==> config.mk <==
export PLATFORM = sky130hd
export DESIGN_NAME = kvi_lerp
export DESIGN_NICKNAME = d
export VERILOG_FILES = /design/src/rtl/core/kvi_pkg.sv /design/src/rtl/core/kvi_lerp.sv
export SDC_FILE = /design/constraint.sdc
export NUM_CORES = 2
export LEC_CHECK = 0
export BUFFER_PORTS_ARGS = -buffer_cell sky130_fd_sc_hd__buf_2
export CORE_MARGIN = 2
export CORE_UTILIZATION = 45
export CTS_CLUSTER_DIAMETER = 50
export CTS_CLUSTER_SIZE = 28
export DETAILED_ROUTE_END_ITERATION = 16
export HOLD_SLACK_MARGIN = 0.1
export SLEW_MARGIN = 20
export SYNTH_ARGS = -nofsm -noshare
export SYNTH_HDL_FRONTEND = slang
export SYNTH_SLANG_ARGS = --single-unit
==> constraint.sdc <==
create_clock -name clk -period 23 [get_ports clk]
set_input_delay 4.6 -clock clk [delete_from_list [all_inputs] [get_ports clk]]
set_output_delay 4.6 -clock clk [all_outputs]
set_load 0.1 [all_outputs]
==> src/rtl/core/kvi_pkg.sv <==
// ----------------------------------------------------------------------------
// kvi_pkg
// Shared types and constants for the keyframe vec3 interpolator.
// ----------------------------------------------------------------------------
package kvi_pkg;

  localparam int MAX_KEYS_DEFAULT = 256;
  localparam int KC_W   = 9;   // key_count register width
  localparam int CNT_W  = 13;  // wide enough to hold any key count up to 4096
  localparam int VAL_W  = 32;
  localparam int DIFF_W = 33;
  localparam int DVD_W  = 48;  // |elapsed| << 16
  localparam int FAC_W  = 49;  // factor magnitude, up to 2^48
  localparam int FAC_LO = 24;  // low slice of the factor for the split multiply
  localparam int PRD_W  = 82;  // full product width
  localparam int DIV_CNT_W = 6;

  localparam logic [FAC_W-1:0] FACTOR_SAT = FAC_W'(1) << 48;

  localparam logic CMD_WRITE = 1'b0;
  localparam logic CMD_QUERY = 1'b1;

  localparam logic REG_KEY_COUNT = 1'b0;  // paddr[2]

  typedef struct packed {
    logic        [31:0] time_val;
    logic signed [31:0] x;
    logic signed [31:0] y;
    logic signed [31:0] z;
  } key_entry_t;

  typedef struct packed {
    logic             start;
    logic             fneg;
    logic [FAC_W-1:0] mf;
  } lerp_req_t;

  typedef struct packed {
    logic done;
    logic sat;
  } lerp_rsp_t;

  typedef enum logic [3:0] {
    S_IDLE,
    S_ONE,
    S_SCAN,
    S_FETCH0,
    S_FETCH1,
    S_FETCH2,
    S_PREP,
    S_DIV,
    S_LERP,
    S_DONE
  } state_t;

  typedef enum logic [2:0] {
    LP_IDLE,
    LP_ABS,
    LP_LO,
    LP_HI,
    LP_ACC,
    LP_SAT
  } lerp_phase_t;

endpackage

==> src/rtl/core/kvi_lerp.sv <==
// ----------------------------------------------------------------------------
// kvi_lerp
// One component: start + (end - start) * factor >> 16, saturated to 32 bits.
// Split multiply as a low and a high slice, then accumulate and saturate.
// ----------------------------------------------------------------------------
module kvi_lerp (
  input  logic                      clk,
  input  logic                      rst,
  input  kvi_pkg::lerp_req_t        req,
  input  logic signed [31:0]        start_val,
  input  logic signed [31:0]        end_val,
  output kvi_pkg::lerp_rsp_t        rsp,
  output logic signed [31:0]        result
);

  localparam int LO_PW = kvi_pkg::DIFF_W + kvi_pkg::FAC_LO;
  localparam int HI_PW = kvi_pkg::DIFF_W + kvi_pkg::FAC_W - kvi_pkg::FAC_LO;

  kvi_pkg::lerp_phase_t phase, phase_next;

  logic signed [31:0]                s0;
  logic signed [kvi_pkg::DIFF_W-1:0] diff;
  logic [kvi_pkg::DIFF_W-1:0]        md;
  logic [kvi_pkg::FAC_W-1:0]         mf;
  logic                              fsg;
  logic                              neg;
  logic [LO_PW-1:0]                  pp_lo;
  logic [HI_PW-1:0]                  pp_hi;
  logic [kvi_pkg::PRD_W-1:0]         acc;
  logic signed [48:0]                p49;
  logic signed [48:0]                sum;
  logic                              ovf;

  always_ff @(posedge clk) begin
    if (rst) begin
      phase <= kvi_pkg::LP_IDLE;
    end else begin
      phase <= phase_next;
    end
  end

  always_comb begin
    phase_next = phase;
    case (phase)
      kvi_pkg::LP_IDLE: if (req.start) phase_next = kvi_pkg::LP_ABS;
      kvi_pkg::LP_ABS:  phase_next = kvi_pkg::LP_LO;
      kvi_pkg::LP_LO:   phase_next = kvi_pkg::LP_HI;
      kvi_pkg::LP_HI:   phase_next = kvi_pkg::LP_ACC;
      kvi_pkg::LP_ACC:  phase_next = kvi_pkg::LP_SAT;
      kvi_pkg::LP_SAT:  phase_next = kvi_pkg::LP_IDLE;
      default:          phase_next = kvi_pkg::LP_IDLE;
    endcase
  end

  assign ovf = |acc[kvi_pkg::PRD_W-1:63];
  assign p49 = signed'({2'b00, acc[62:16]});
  assign sum = neg ? (49'(s0) - p49) : (49'(s0) + p49);

  always_ff @(posedge clk) begin
    if (rst) begin
      rsp <= '0;
    end else begin
      rsp.done <= (phase == kvi_pkg::LP_SAT);
      if (phase == kvi_pkg::LP_SAT) begin
        rsp.sat <= ovf || (sum[48:31] != {18{sum[48]}});
      end
    end
  end

  always_ff @(posedge clk) begin
    case (phase)
      kvi_pkg::LP_IDLE: begin
        if (req.start) begin
          s0   <= start_val;
          diff <= kvi_pkg::DIFF_W'(end_val) - kvi_pkg::DIFF_W'(start_val);
          mf   <= req.mf;
          fsg  <= req.fneg;
        end
      end
      kvi_pkg::LP_ABS: begin
        md  <= diff[kvi_pkg::DIFF_W-1] ? kvi_pkg::DIFF_W'(-diff) : kvi_pkg::DIFF_W'(diff);
        neg <= diff[kvi_pkg::DIFF_W-1] ^ fsg;
      end
      kvi_pkg::LP_LO: pp_lo <= md * mf[kvi_pkg::FAC_LO-1:0];
      kvi_pkg::LP_HI: pp_hi <= md * mf[kvi_pkg::FAC_W-1:kvi_pkg::FAC_LO];
      kvi_pkg::LP_ACC: begin
        acc <= kvi_pkg::PRD_W'(pp_lo) + {pp_hi, {kvi_pkg::FAC_LO{1'b0}}};
      end
      kvi_pkg::LP_SAT: begin
        if (ovf) begin
          result <= neg ? 32'sh8000_0000 : 32'sh7fff_ffff;
        end else if (sum[48:31] != {18{sum[48]}}) begin
          result <= sum[48] ? 32'sh8000_0000 : 32'sh7fff_ffff;
        end else begin
          result <= sum[31:0];
        end
      end
      default: ;
    endcase
  end

endmodule

==> metrics.yaml <==
wirelength_mm: 203
number_of_buffers_added_by_the_clock_tree_synthesis_step: 58
min_period_ns: 9.32
synth_edf_count: 346
grt_remaining_overflow: 0
synth_sequential_area_ratio_pct: 15.0
synth_xor_area_share_pct: 3.61
grt_pass1_wl_mm: 318
max_cap_viol_count: 0
post_cts_repair_timing_setup_buffer_count: 0
synth_largest_area_cell: "sky130_fd_sc_hd__fa_1"
number_of_antenna_violations_at_the_first_check_in_global_routing: 14
setup.worst_path.class: "flip-flop to flip-flop"
floorplan.rows: 144
dp_hpwl_mm: 154
post-synth-top-count-cell: "sky130_fd_sc_hd__inv_1"
drtPass1Iterations: 5
end_kind: "flip-flop"
maximum_single_stage_delay_on_the_critical_path_ns: 0.85
final_util_pct: 48.6
synth_area_leaders: "sky130_fd_sc_hd__fa_1 40%, sky130_fd_sc_hd__edfxtp_1 15%, sky130_fd_sc_hd__ha_1 8.7%"
ctsHtreeMaxLevel: 2
height_of_the_chip_um: 399
synth_top_family_by_area: "adder cells"
core_area_um2: 154000
vias_in_the_first_global_route: 54100
hold_buffers: 0
finalHoldViolations: 0
max_slew_violation_count: 0
synth.lib_cells_used.distinct: 99
clock_sink_count: 351
critical-path-top-cell-by-count: "sky130_fd_sc_hd__fa_1"
synth_area_per_cell_um2: 9.53
tns_ns: 0
ctsLongestPathBuffers: 3
clk_transition_reported_paths_ns: 0.07
critical_path_required_ns: 23.40
hold_path.class: "flip-flop to flip-flop"
finalWeightedCongestion: 0.920
routed_wire_length_per_instance_um: 21.6
clock-root-buffer: "sky130_fd_sc_hd__clkbuf_16"
initial_core_util_pct: 45.4
postCtsResizedCells: 0
pre_cts_ws_ns: 13.70
finClkSkew_ns: 0.0862
detail_route.iter0.violations: 3345
status: "finished, final reports clean"
critPathTopFamily: "adder cells"
synthSimpleGateAreaFrac_pct: 16.2
grt_use_total_pct: 26.2
slowest_stage_cell_on_the_critical_path: "sky130_fd_sc_hd__edfxtp_1"
period_share_pct: 40.5
grt_start_max_net_pins: 68
design.final.nets: 9317
synth_mux_area_share_pct: 0.0731
tritoncts_clock_tree: "done"
complex_gate_fraction_of_the_synthesized_area_pct: 6.26
synthesis.yosys.warnings: 0
die_x_um: 399
nFillCells: 14600
post_synth_instance_area_um2: 70200
detail-route-antenna-nets: 0
worst_skew_pair.late_latency_ns: 0.73
synth_cells: 7363
post_syn_nets: 9359
die_area_um2: 159000
worstPathArrival_ns: 9.73
max_freq_ghz: 0.107
drive_gt1_share_pct: 6.27
routed_via_density: 5.36
detailed_place.area_um2: 72900
timing.slew.headroom_pct: 22.8
remaining_drc_errors: 0
ys_top_cells_by_count: "1576 x sky130_fd_sc_hd__inv_1, 1392 x sky130_fd_sc_hd__fa_1, 914 x sky130_fd_sc_hd__nand2_1, 842 x sky130_fd_sc_hd__and2_1, 487 x sky130_fd_sc_hd__ha_1"
rsz0062_at_grt: "no"
ys_seq_elements: 351
vias: 50500
synthDominantCellAreaShare_pct: 39.7
io_buffers: 150
setup_ws_ns: 13.68
timing.critical_path.from_type: "flip-flop"
critPathMaxFanout: 18
synth_top_flop_cell: "sky130_fd_sc_hd__edfxtp_1"
top_level_ports: 151
buffer_and_inverter_count_on_the_worst_path: 6
finish.instance_area_um2: 75000
postSynth.asyncResetShare_pct: 0
synthToLayoutAreaGrowth_pct: 6.85
worst_slew_pin_slew_ns: 1.16
post_synth_fa_ha_maj_area_fraction_pct: 48.4
setup_viol: 0
==> routing by layer <==
metal	track usage, %	part of all wire, %
met5	0	0
met4	10.2	4.3
met3	3.49	6.5
met2	44.3	48
met1	34.3	41
==> stage by stage <==
| stage | hold WS [ns] | cells |
|---|---|---|
| finish | 0.424 | 9417 |
| global route | 0.427 | 9415 |
| CTS | 0.425 | 9415 |
| detailed placement | 0.407 | 9305 |
| global placement | 0.403 | 9302 |
| floorplan | 0.400 | 7363 |
==> registers in the layout (all words and copies together), names as in the netlist, 3 cells and up <==
| name | count |
|---|---|
| s0 | 32 |
| diff | 33 |
| mf | 49 |
| pp_lo | 41 |
| phase | 3 |
| acc | 66 |
| pp_hi | 58 |
| result | 32 |
| md | 33 |
==> layout make-up <==
type	instances	area (µm²)	area share (%)
Antenna cell	2	5.00	0.00668
Sequential cell	351	10500	14.0
Clock buffer	59	1460	1.94
Inverter	1576	5920	7.89
Multi-Input combinational cell	5076	52300	69.8
Tap cell	2044	2560	3.41
Timing Repair Buffer	258	1580	2.11
Clock inverter	51	646	0.861
==> cell families (layout without fill, tap and decap cells) <==
kind of cell / after synthesis / count (layout)
and+or+nand+nor: 2240 / 2240
buffers and inverters: 1936 / 1944
adders and majority gates: 1879 / 1879
AOI/OAI and AO/OA: 664 / 664
DFF: 351 / 351
xor gates and xnor gates: 288 / 288
muxes: 5 / 5
other: 0 / 2
==> worst paths after layout <==
| check | endpoint | cells past startpoint | slack (ns) | from |
|---|---|---|---|---|
| setup / recovery | pp_lo[55]$_DFFE_PP_ | 27 | 13.68 | mf[11]$_DFFE_PP_ |
| hold / removal | acc[17]$_DFFE_PN_ | 0 | 0.42 | pp_lo[17]$_DFFE_PP_ |
| setup reg to reg | pp_lo[55]$_DFFE_PP_ | 27 | 13.68 | mf[11]$_DFFE_PP_ |
| hold reg to reg | acc[17]$_DFFE_PN_ | 0 | 0.42 | pp_lo[17]$_DFFE_PP_ |
==> cells in the final DEF (no fill, tap or decap), types with 92 or more instances in the layout <==
| cell | synthesis | layout |
|---|---|---|
| sky130_fd_sc_hd__a21o_1 | 92 | 92 |
| sky130_fd_sc_hd__a21oi_1 | 204 | 204 |
| sky130_fd_sc_hd__and2_1 | 842 | 842 |
| sky130_fd_sc_hd__buf_2 | 2 | 150 |
| sky130_fd_sc_hd__buf_4 | 0 | 105 |
| sky130_fd_sc_hd__edfxtp_1 | 346 | 346 |
| sky130_fd_sc_hd__fa_1 | 1392 | 1392 |
| sky130_fd_sc_hd__ha_1 | 487 | 487 |
| sky130_fd_sc_hd__inv_1 | 1576 | 1576 |
| sky130_fd_sc_hd__nand2_1 | 914 | 914 |
| sky130_fd_sc_hd__nor2_1 | 167 | 167 |
| sky130_fd_sc_hd__o21ai_0 | 109 | 109 |
| sky130_fd_sc_hd__xnor2_1 | 211 | 211 |
Power is left out: the tool's default activity adds up to more than one toggle a clock period on the data nets, which glitch-free logic cannot reach.
