File: src/rtl/core/kvi_pkg.sv
// ----------------------------------------------------------------------------
// kvi_pkg
// Shared types and constants for the keyframe vec3 interpolator.
// ----------------------------------------------------------------------------
package kvi_pkg;

  localparam int MAX_KEYS_DEFAULT = 256;
  localparam int KC_W   = 9;   // key_count register width
  localparam int CNT_W  = 13;  // wide enough to hold any key count up to 4096
  localparam int VAL_W  = 32;
  localparam int DIFF_W = 33;
  localparam int DVD_W  = 48;  // |elapsed| << 16
  localparam int FAC_W  = 49;  // factor magnitude, up to 2^48
  localparam int FAC_LO = 24;  // low slice of the factor for the split multiply
  localparam int PRD_W  = 82;  // full product width
  localparam int DIV_CNT_W = 6;

  localparam logic [FAC_W-1:0] FACTOR_SAT = FAC_W'(1) << 48;

  localparam logic CMD_WRITE = 1'b0;
  localparam logic CMD_QUERY = 1'b1;

  localparam logic REG_KEY_COUNT = 1'b0;  // paddr[2]

  typedef struct packed {
    logic        [31:0] time_val;
    logic signed [31:0] x;
    logic signed [31:0] y;
    logic signed [31:0] z;
  } key_entry_t;

  typedef struct packed {
    logic             start;
    logic             fneg;
    logic [FAC_W-1:0] mf;
  } lerp_req_t;

  typedef struct packed {
    logic done;
    logic sat;
  } lerp_rsp_t;

  typedef enum logic [3:0] {
    S_IDLE,
    S_ONE,
    S_SCAN,
    S_FETCH0,
    S_FETCH1,
    S_FETCH2,
    S_PREP,
    S_DIV,
    S_LERP,
    S_DONE
  } state_t;

  typedef enum logic [2:0] {
    LP_IDLE,
    LP_ABS,
    LP_LO,
    LP_HI,
    LP_ACC,
    LP_SAT
  } lerp_phase_t;

endpackage

File: src/rtl/core/kvi_divider.sv
// ----------------------------------------------------------------------------
// kvi_divider
// Restoring divider, one quotient bit per cycle: 48-bit by 32-bit unsigned.
// ----------------------------------------------------------------------------
module kvi_divider (
  input  logic                      clk,
  input  logic                      rst,
  input  logic                      start,
  input  logic [kvi_pkg::DVD_W-1:0] dividend,
  input  logic [31:0]               divisor,
  output logic                      done,
  output logic [kvi_pkg::DVD_W-1:0] quotient
);

  logic                          busy;
  logic [kvi_pkg::DIV_CNT_W-1:0] cnt;
  logic [31:0]                   rem;
  logic [32:0]                   shifted;
  logic [32:0]                   trial;

  assign shifted = {rem, quotient[kvi_pkg::DVD_W-1]};
  assign trial   = shifted - {1'b0, divisor};

  always_ff @(posedge clk) begin
    if (rst) begin
      busy <= 1'b0;
      done <= 1'b0;
      cnt  <= '0;
    end else begin
      done <= 1'b0;
      if (start) begin
        busy <= 1'b1;
        cnt  <= kvi_pkg::DIV_CNT_W'(kvi_pkg::DVD_W);
      end else if (busy) begin
        cnt <= cnt - 1'b1;
        if (cnt == kvi_pkg::DIV_CNT_W'(1)) begin
          busy <= 1'b0;
          done <= 1'b1;
        end
      end
    end
  end

  always_ff @(posedge clk) begin
    if (start) begin
      rem      <= '0;
      quotient <= dividend;
    end else if (busy) begin
      if (!trial[32]) begin
        rem      <= trial[31:0];
        quotient <= {quotient[kvi_pkg::DVD_W-2:0], 1'b1};
      end else begin
        rem      <= shifted[31:0];
        quotient <= {quotient[kvi_pkg::DVD_W-2:0], 1'b0};
      end
    end
  end

endmodule

File: config.mk
export PLATFORM = sky130hd
export DESIGN_NAME = kvi_divider
export DESIGN_NICKNAME = d
export VERILOG_FILES = /design/src/rtl/core/kvi_pkg.sv /design/src/rtl/core/kvi_divider.sv
export SDC_FILE = /design/constraint.sdc
export NUM_CORES = 1
export LEC_CHECK = 0
export BUFFER_PORTS_ARGS = -buffer_cell sky130_fd_sc_hd__buf_4
export CORE_ASPECT_RATIO = 0.9
export CORE_MARGIN = 5
export CORE_UTILIZATION = 55
export CTS_CLUSTER_DIAMETER = 30
export CTS_CLUSTER_SIZE = 16
export DETAILED_ROUTE_END_ITERATION = 16
export PLACE_DENSITY = 0.89
export SKIP_CTS_REPAIR_TIMING = 1
export SYNTH_ARGS = -nofsm -noshare
export SYNTH_HDL_FRONTEND = slang
export SYNTH_SLANG_ARGS = --single-unit
File: constraint.sdc
create_clock -name clk -period 3.6 [get_ports clk]
set_input_delay 0.36 -clock clk [delete_from_list [all_inputs] [get_ports clk]]
set_output_delay 0.36 -clock clk [all_outputs]
set_load 0.005 [all_outputs]
==> impl_metrics.yaml, run 1 <==
worst_hold_path:
  min_path_type: "input pin to register"
  whs_path_depth: 2
  hold_start: "rst"
  min_to: "busy"
yosys:
  syn_avg_cell_area_sq_um: 9.273
  synth_compound_area_share_pct: 19.71
  syn_nets: 745
  ys.flop_type: "edfxtp_1"
  ys_warn_count: 0
  synth_top_area_share_pct: 24.79
  yosysSeqAreaShare_pct: 38.56
  ys_types: 57
  synthSimpleGateAreaFrac_pct: 12.93
  netlist_area_sq_um: 5814
  ys_seq_elements: 88
  synth_top_family_by_area: "compound AO/OA/AOI/OAI gates"
  synth_area_leaders: "edfxtp_1 (25%), dfxtp_1 (14%), mux2_2 (9.3%)"
  yosysTopAreaCell: "edfxtp_1"
  muxShareOfSynthArea_pct: 10.33
  synth_xor_area_share_pct: 4.949
  synth_cells: 627
  synthAdderAreaFrac_pct: 7.661
  synth_edf_count: 48
  ys_async_sr_fraction_pct: 0
detailed_routing:
  wl_per_cell_um: 18.33
  antenna_left: 0
  drc: 0
  drtPass1Iterations: 5
  via_per_inst: 5.940
  wl_um: 15970
  num_vias: 5174
  drt_iter0_drc: 464
die:
  io_pins: 132
  dieArea_sq_um: 12730
  core_area_sq_um: 10290
  rows: 35
  start_util_pct: 56.50
  chipWidth_um: 118.4
  die_y_um: 107.5
placed_design:
  gp_congestion: 0.9915
  io_buffer_count: 131
  placedCellCount: 855
  dp_hpwl_um: 11560
  pre_cts_slack_ns: 0.3117
worst_setup_path:
  worstPathArrival_ns: 3.53
  start_kind: "register"
  cp.required_ns: 3.84
  reg2regPathDepth: 13
  worst_setup_path_end_kind: "register"
  rrSetupSlack_ns: 0.31
  cp_top_family: "compound AO/OA/AOI/OAI gates"
  slowest_stage: "fa_1"
  crit_type: "register to register"
  max_stage_delay_ns: 0.39
  path_cells: "inv_1, ha_1, fa_1, nor2b_1, o31a_1, o211ai_1, a21oi_2, o21ai_2, xor2_4, buf_12, a211oi_1, a21oi_1, a211oi_1"
  path_max_fanout: 39
  crit_top_cell: "a211oi_1"
  reg2reg_to: "rem[4]"
  timing.rr.start: "quotient[47]"
  critPathBufInv: 2
timing:
  final_max_slew_viol_count: 0
  min_period_ns: 3.289
  setup_viol: 0
  final.period_utilization_pct: 91.35
  fin_ws_ns: 0.3113
  hold_slack_ns: 0.2445
  final.setup_skew_ns: 0.007593
  setup_tns_ns: 0
  fmax_mhz: 304.1
  max-slew-margin-rel_pct: 25.29
  tightestPinTransition_ns: 1.121
  rsz0062_at_grt: "no"
  finalHoldViolCount: 0
pwr:
  p_total_mw: 3.074
  power_leakage_nw: 3.046
  p_per_area_nw_per_um2: 430.3
  irDropWorstVdd_mv: 0.2692
cells_and_area:
  num_antenna_cells: 0
  multiInputGateArea_sq_um: 3247
  ff_latch_area_sq_um: 2243
  fin_nets: 855
  fillers: 746
  fin_cells: 871
  layout-drive-gt1-share_pct: 30.19
  syn2layout_area_growth_pct: 22.87
grt:
  antenna_found_initial: 0
  grt_pass1_wl_um: 25650
  grt_pass1_vias: 5260
  track_usage_pct: 24.40
  grt_start_max_net_pins: 56
  overflow: 0
clocking:
  htree_levels: 3
  worstSkewPairLatency_ns: 0.34
  clock_sinks: 88
  clockBufferDepth: 2
  tritoncts: "yes"
  root_buffer: "clkbuf_16"
  clk_pin_slew_worst_paths_ns: 0.08
  cts_buffers: 9
status:
  run_status: "complete, no violations"
job:
  cap_violations: 0
worst max-delay path by stage:
| stage | endpoint | startpoint | cells past startpoint |
|---|---|---|---|
| after floorplan | rem[30] | quotient[47] | 12 |
| after global placement | rem[4] | divisor[0] | 13 |
| final | rem[4] | quotient[47] | 13 |
| after CTS | rem[4] | quotient[47] | 13 |
| after global routing | rem[4] | quotient[47] | 13 |
| after detailed placement | rem[3] | divisor[0] | 13 |
layout make-up:
class,count,area share (%)
Sequential cell,88,31.40
Multi-Input combinational cell,457,45.45
Clock inverter,7,1.016
Timing Repair Buffer,134,14.26
Clock buffer,9,3.152
Tap cell,129,2.259
Inverter,47,2.469
power breakdown:
| group | switching, mW | internal (mW) |
|---|---|---|
| clock | 0.462 | 0.491 |
| combinational | 0.469 | 0.408 |
| sequential | 0.0714 | 1.17 |
layer usage:
layer	global-route usage, %	vias to the layer above	wire length (um)
li1	-	2480	-
met1	30.40	2430	6254
met2	41.61	217	8119
met3	5.045	47	1037
met4	9.636	0	558
met5	0	-	0
per-stage QoR:
step	util (%)	instance area (sq um)
global route	69.42	7144
global placement	66.49	6843
detailed placement	66.49	6843
CTS	69.39	7141
floorplan	-	5814
finish	69.42	7144
Yosys cell counts, types with 2 or more instances:
master / instances
a211o_1: 3
a211oi_1: 14
a211oi_2: 12
a21o_1: 6
a21oi_1: 58
a21oi_2: 3
a311oi_1: 2
a31oi_1: 8
and3_1: 3
buf_2: 8
buf_6: 3
clkbuf_1: 23
dfxtp_1: 40
edfxtp_1: 48
ha_1: 34
inv_1: 46
mux2_2: 48
mux2i_1: 6
nand2_1: 42
nand2b_1: 6
nand3_1: 4
nand3b_1: 3
nand4_1: 7
nor2_1: 72
nor2b_1: 7
nor3_1: 13
nor3b_1: 3
nor4_1: 3
o211ai_1: 4
o21a_1: 5
o21ai_0: 17
o21ai_1: 10
o21bai_1: 6
o22ai_1: 3
o31a_1: 2
o31ai_1: 3
or3_1: 3
xnor2_1: 22
xor2_1: 9
state kept, by name (all words and copies together), names as in the netlist:
name,count
rem,32
cnt,6
busy,1
done,1
quotient,48
cells by family after synthesis:
| group | Yosys count |
|---|---|
| AO/OA/AOI/OAI | 168 |
| XOR/XNOR | 32 |
| flip-flops | 88 |
| adder cells (fa/ha/maj) | 35 |
| multiplexers | 54 |
| AND/OR/NAND/NOR | 168 |
| buffers and inverters | 82 |
cell usage in the layout, fill, tap and decap left out, drive strengths merged, types with 5 or more instances in the layout:
master  instances
nand4           7
a31oi           8
xnor2          22
nor2           72
inv            51
nand2          43
xor2           10
o21bai          6
mux2           48
clkbuf          9
a21oi          61
nand2b          6
a211oi         26
nor3           13
a21o            6
ha             34
o21ai          28
mux2i           6
buf           134
o21a            5
nor2b           7
dfxtp          40
edfxtp         48
No activity file was read; power rests on OpenSTA's default activity.
==> inputs of run 2 (changes only) <==
--- a/config.mk
+++ b/config.mk
@@ -8,11 +8,12 @@
 export BUFFER_PORTS_ARGS = -buffer_cell sky130_fd_sc_hd__buf_4
 export CORE_ASPECT_RATIO = 0.9
 export CORE_MARGIN = 5
-export CORE_UTILIZATION = 55
+export CORE_UTILIZATION = 44
 export CTS_CLUSTER_DIAMETER = 30
 export CTS_CLUSTER_SIZE = 16
 export DETAILED_ROUTE_END_ITERATION = 16
-export PLACE_DENSITY = 0.89
+export PLACE_DENSITY = 0.75
+export REMOVE_ABC_BUFFERS = 1
 export SKIP_CTS_REPAIR_TIMING = 1
 export SYNTH_ARGS = -nofsm -noshare
 export SYNTH_HDL_FRONTEND = slang
==> run 2 against run 1 <==
Against the previous run: maximum frequency rose by 2.1%; total power up 0.86%; sequential power hardly changed; clock skew shrank 0.00067 ns; register-to-register slack better by 0.07 ns; core utilization decreased by 13 points; combinational power down 1%; via count shrank 2.0%; critical path type unchanged; largest power group unchanged; highest routed layer unchanged.
==> impl_metrics.yaml, run 2 (synthesized netlist as in run 1, its figures left out) <==
status:
  run_status: "complete, no violations"
cells_and_area:
  syn2layout_area_growth_pct: 23.91
  num_antenna_cells: 0
  fin_cells: 907
  regMostFlops: "quotient"
  reg_top3: "quotient (48), rem (32), cnt (6)"
  layout-drive-gt1-share_pct: 29.88
  layout_common_cells: "buf_4 (134), nor2_1 (72), a21oi_1 (58)"
  mostFrequentLayoutCell: "buf_4"
  multiInputGateArea_sq_um: 3243
  fin_nets: 856
  largest_reg_flops: 48
  ff_latch_area_sq_um: 2243
  fillers: 1123
clocking:
  clockBufferDepth: 2
  clock_sinks: 88
  worstSkewPairLatency_ns: 0.34
  tritoncts: "yes"
  root_buffer: "clkbuf_16"
  htree_levels: 3
  clk_pin_slew_worst_paths_ns: 0.06
  cts_buffers: 9
detailed_routing:
  drt_iter0_drc: 411
  drtPass1Iterations: 5
  wl_um: 15300
  wl_per_cell_um: 16.87
  drc: 0
  num_vias: 5069
  antenna_left: 0
  via_per_inst: 5.589
timing:
  fmax_mhz: 310.5
  final.period_utilization_pct: 89.45
  final.setup_skew_ns: 0.006918
  setup_viol: 0
  min_period_ns: 3.220
  hold_slack_ns: 0.2519
  rsz0062_at_grt: "no"
  max-slew-margin-rel_pct: 25.09
  tightestPinTransition_ns: 1.124
  final_max_slew_viol_count: 0
  finalHoldViolCount: 0
  setup_tns_ns: 0
pwr:
  sequentialPowerShare_pct: 40.1
  power_leakage_nw: 3.060
  power.share.clock_pct: 32.1
  p_int_mw: 2.166
  p_per_area_nw_per_um2: 430.4
  p_comb_share_pct: 27.9
  sw_frac_of_total_pct: 30.13
  p_switching_mw: 0.9342
  irDropWorstVdd_mv: 0.3242
worst_setup_path:
  crit_type: "register to register"
  worstPathArrival_ns: 3.41
  timing.rr.start: "quotient[47]"
  crit_top_cell: "a21oi_1"
  start_kind: "register"
  slowest_stage: "xor2_4"
  startpoint: "quotient[47]"
  path_cells: "inv_1, ha_1, fa_1, nor2b_1, o31a_1, o211ai_1, a21oi_1, o21ai_2, xor2_4, buf_4, nor2_1, a21oi_1, a211oi_2"
  cp.required_ns: 3.79
  worst_setup_path_end_kind: "register"
  max_stage_delay_ns: 0.44
  path_max_fanout: 16
die:
  start_util_pct: 45.31
  chipWidth_um: 131.2
  io_pins: 132
  rows: 39
  core_area_sq_um: 12830
  dieArea_sq_um: 15620
  die_y_um: 119.1
worst_hold_path:
  hold_start: "rst"
  min_path_type: "input pin to register"
grt:
  track_usage_pct: 19.58
  grt_pass1_vias: 5195
  grt_start_max_net_pins: 60
  antenna_found_initial: 0
  grt_pass1_wl_um: 25450
  overflow: 0
job:
  cap_violations: 0
placed_design:
  io_buffer_count: 131
  dp_hpwl_um: 11380
  placedCellCount: 891
  gp_congestion: 0.9127
==> run 2: final cells by class <==
class                   count  share of cell area (%)
clock buffers              12                   3.578
clock inverters             4                  0.7294
inverters                  47                   2.449
multi-input cells         457                   45.02
flip-flops and latches     88                   31.14
well taps                 164                   2.848
repair buffers            135                   14.24
==> run 2: critical path: cells and delay by family (launching register included) <==
family | cells | cell delay, ns
AOI/OAI and AO/OA | 6 | 1.00
and+or+nand+nor | 2 | 0.28
adders and majority gates | 2 | 0.61
xor gates and xnor gates | 1 | 0.44
DFF | 1 | 0.39
buffers and inverters | 2 | 0.36
==> run 2: power by group through the flow <==
stage,logic (mW),registers (mW),clock network [mW]
final,0.864,1.24,0.994
after global routing,0.961,1.25,1.06
after CTS,0.861,1.24,1.02
after detailed placement,0.857,1.26,0
after global placement,0.841,1.26,0
after floorplan,0.528,1.26,0
==> run 2: path summary, 6_finish.rpt <==
path,endpoint,slack (ns),depth (start not counted)
worst max-delay path,rem[12],0.38,13
worst min-delay path,busy,0.25,2
worst max register to register,rem[12],0.38,13
worst min register to register,rem[24],0.49,2
==> run 2: stage by stage <==
step                      utilization, %  total power [mW]  setup slack [ns]  instance area, sq um
final                              56.14             3.101            0.3799                  7204
after global routing               56.14             3.279           0.06380                  7204
after CTS                          56.14             3.127            0.3295                  7204
after detailed placement           53.72             2.118            0.2962                  6894
after global placement             53.72             2.100            0.4111                  6894
after floorplan                        -             1.785           0.04833                  5650
==> run 2: per-layer routing <==
metal	wire, um	vias to the layer above	part of all wire, %	GRT usage, %
met4	308	0	2.0	6.299
met5	0	-	0	0
li1	-	2485	-	-
met2	6614	216	43	29.51
met1	6742	2346	44	25.34
met3	1639	22	11	8.516
==> inputs of run 3 (changes only) <==
--- a/config.mk
+++ b/config.mk
@@ -8,11 +8,11 @@
 export BUFFER_PORTS_ARGS = -buffer_cell sky130_fd_sc_hd__buf_4
 export CORE_ASPECT_RATIO = 0.9
 export CORE_MARGIN = 5
-export CORE_UTILIZATION = 44
+export CORE_UTILIZATION = 55
 export CTS_CLUSTER_DIAMETER = 30
 export CTS_CLUSTER_SIZE = 16
 export DETAILED_ROUTE_END_ITERATION = 16
-export PLACE_DENSITY = 0.75
+export PLACE_DENSITY = 0.89
 export REMOVE_ABC_BUFFERS = 1
 export SKIP_CTS_REPAIR_TIMING = 1
 export SYNTH_ARGS = -nofsm -noshare
==> run 3 against run 2 <==
Against the previous run: clock skew fell by 0.0031 ns; global-route usage up 4.2 points; clock power is 10% lower; worst setup slack gained 0.063 ns; highest routed layer unchanged; first-iteration DRC count is 12% lower; maximum frequency up 2.0%; register-to-register slack gained 0.06 ns; clock-buffer cell count decreased by 2; worst hold slack worse by 0.017 ns.
==> impl_metrics.yaml, run 3 (synthesized netlist as in run 1, its figures left out) <==
worst_setup_path:
  start_kind: "register"
  slowest_stage: "fa_1"
  path_cells: "inv_1, ha_1, fa_1, nor2b_1, o31a_1, o211ai_1, a21oi_1, o21ai_2, xor2_4, buf_4, nor2_1, a21oi_1, a211oi_2"
  crit_type: "register to register"
  path_max_fanout: 27
  worst_setup_path_end_kind: "register"
  cp.required_ns: 3.80
  worstPathArrival_ns: 3.36
  crit_top_cell: "a21oi_1"
  max_stage_delay_ns: 0.41
clocking:
  clk_pin_slew_worst_paths_ns: 0.07
  cts_buffers: 9
  htree_levels: 3
  root_buffer: "clkbuf_16"
  clockBufferDepth: 2
  clock_sinks: 88
  tritoncts: "yes"
  worstSkewPairLatency_ns: 0.34
pwr:
  power_leakage_nw: 3.041
  p_per_area_nw_per_um2: 420.7
  irDropWorstVdd_mv: 0.3158
die:
  rows: 35
  io_pins: 132
  die_y_um: 107.5
  dieArea_sq_um: 12730
  core_area_sq_um: 10290
  start_util_pct: 56.50
  chipWidth_um: 118.4
grt:
  antenna_found_initial: 0
  grt_pass1_wl_um: 24870
  grt_start_max_net_pins: 55
  overflow: 0
  grt_pass1_vias: 5302
  track_usage_pct: 23.79
timing:
  rsz0062_at_grt: "no"
  max-slew-margin-rel_pct: 58.82
  final.setup_skew_ns: 0.003837
  min_period_ns: 3.157
  fmax_mhz: 316.7
  final_max_slew_viol_count: 0
  setup_viol: 0
  final.period_utilization_pct: 87.70
  tightestPinTransition_ns: 0.6178
  finalHoldViolCount: 0
  setup_tns_ns: 0
cells_and_area:
  layout-drive-gt1-share_pct: 29.93
  fin_cells: 874
  num_antenna_cells: 0
  layout_common_cells: "buf_4 (137), nor2_1 (72), a21oi_1 (58)"
  regMostFlops: "quotient"
  syn2layout_area_growth_pct: 22.55
  final_area_sq_um: 7126
  largest_reg_flops: 48
  fin_nets: 858
  mostFrequentLayoutCell: "buf_4"
  reg_top3: "quotient (48), rem (32), cnt (6)"
placed_design:
  postPlaceCellArea_sq_um: 6853
  io_buffer_count: 131
  gp_congestion: 0.9478
  placedCellCount: 858
  dp_hpwl_um: 11410
detailed_routing:
  drtPass1Iterations: 6
  antenna_left: 0
  drt_iter0_drc: 360
  via_per_inst: 5.894
  num_vias: 5151
  drc: 0
  wl_um: 15220
  wl_per_cell_um: 17.42
worst_hold_path:
  min_path_type: "input pin to register"
job:
  cap_violations: 0
status:
  run_status: "complete, no violations"
-- run 3: layout make-up --
cell class	instances	area [sq um]
clock buffer	10	229.0
clock inverter	6	43.79
fill	771	3166
inverter	47	176.4
multi-input combinational	457	3243
sequential	88	2243
tap	129	161.4
timing repair buffer	137	1028
-- run 3: through the flow --
stage	worst slack (ns)	power, mW	util [%]	hold WS, ns
finish	0.4428	2.998	69.24	0.2348
global route	0.1115	3.161	69.24	0.2383
CTS	0.4492	3.008	69.24	0.2217
detailed placement	0.3865	2.109	66.59	0.4822
global placement	0.5515	2.070	66.59	0.4762
floorplan	0.04833	1.785	-	0.4246
-- run 3: worst paths after layout --
kind / start / endpoint / slack [ns] / cells past startpoint
setup / recovery: quotient[47] / rem[12] / 0.44 / 13
setup reg to reg: quotient[47] / rem[12] / 0.44 / 13
hold / removal: rst / busy / 0.23 / 2
hold reg to reg: rem[24] / rem[24] / 0.50 / 2
-- run 3: routing by layer --
metal	track usage, %	vias to the layer above	share of wire, %
met1	27.25	2417	40
li1	-	2473	-
met3	9.669	38	10
met2	40.68	223	48
met4	7.692	0	2.0
met5	0	-	0
-- run 3: report_power, final --
group	internal [mW]	total (mW)	switching, mW
clock	0.473	0.895	0.422
combinational	0.407	0.860	0.453
sequential	1.17	1.24	0.0708
-- run 3: worst max-delay path, delay by kind of cell (launching register included) --
family | cells | cell delay [ns]
adder cells (fa/ha/maj) | 2 | 0.62
AO/OA/AOI/OAI | 6 | 1.01
AND/OR/NAND/NOR | 2 | 0.29
buffers and inverters | 2 | 0.40
flip-flops | 1 | 0.38
XOR/XNOR | 1 | 0.30
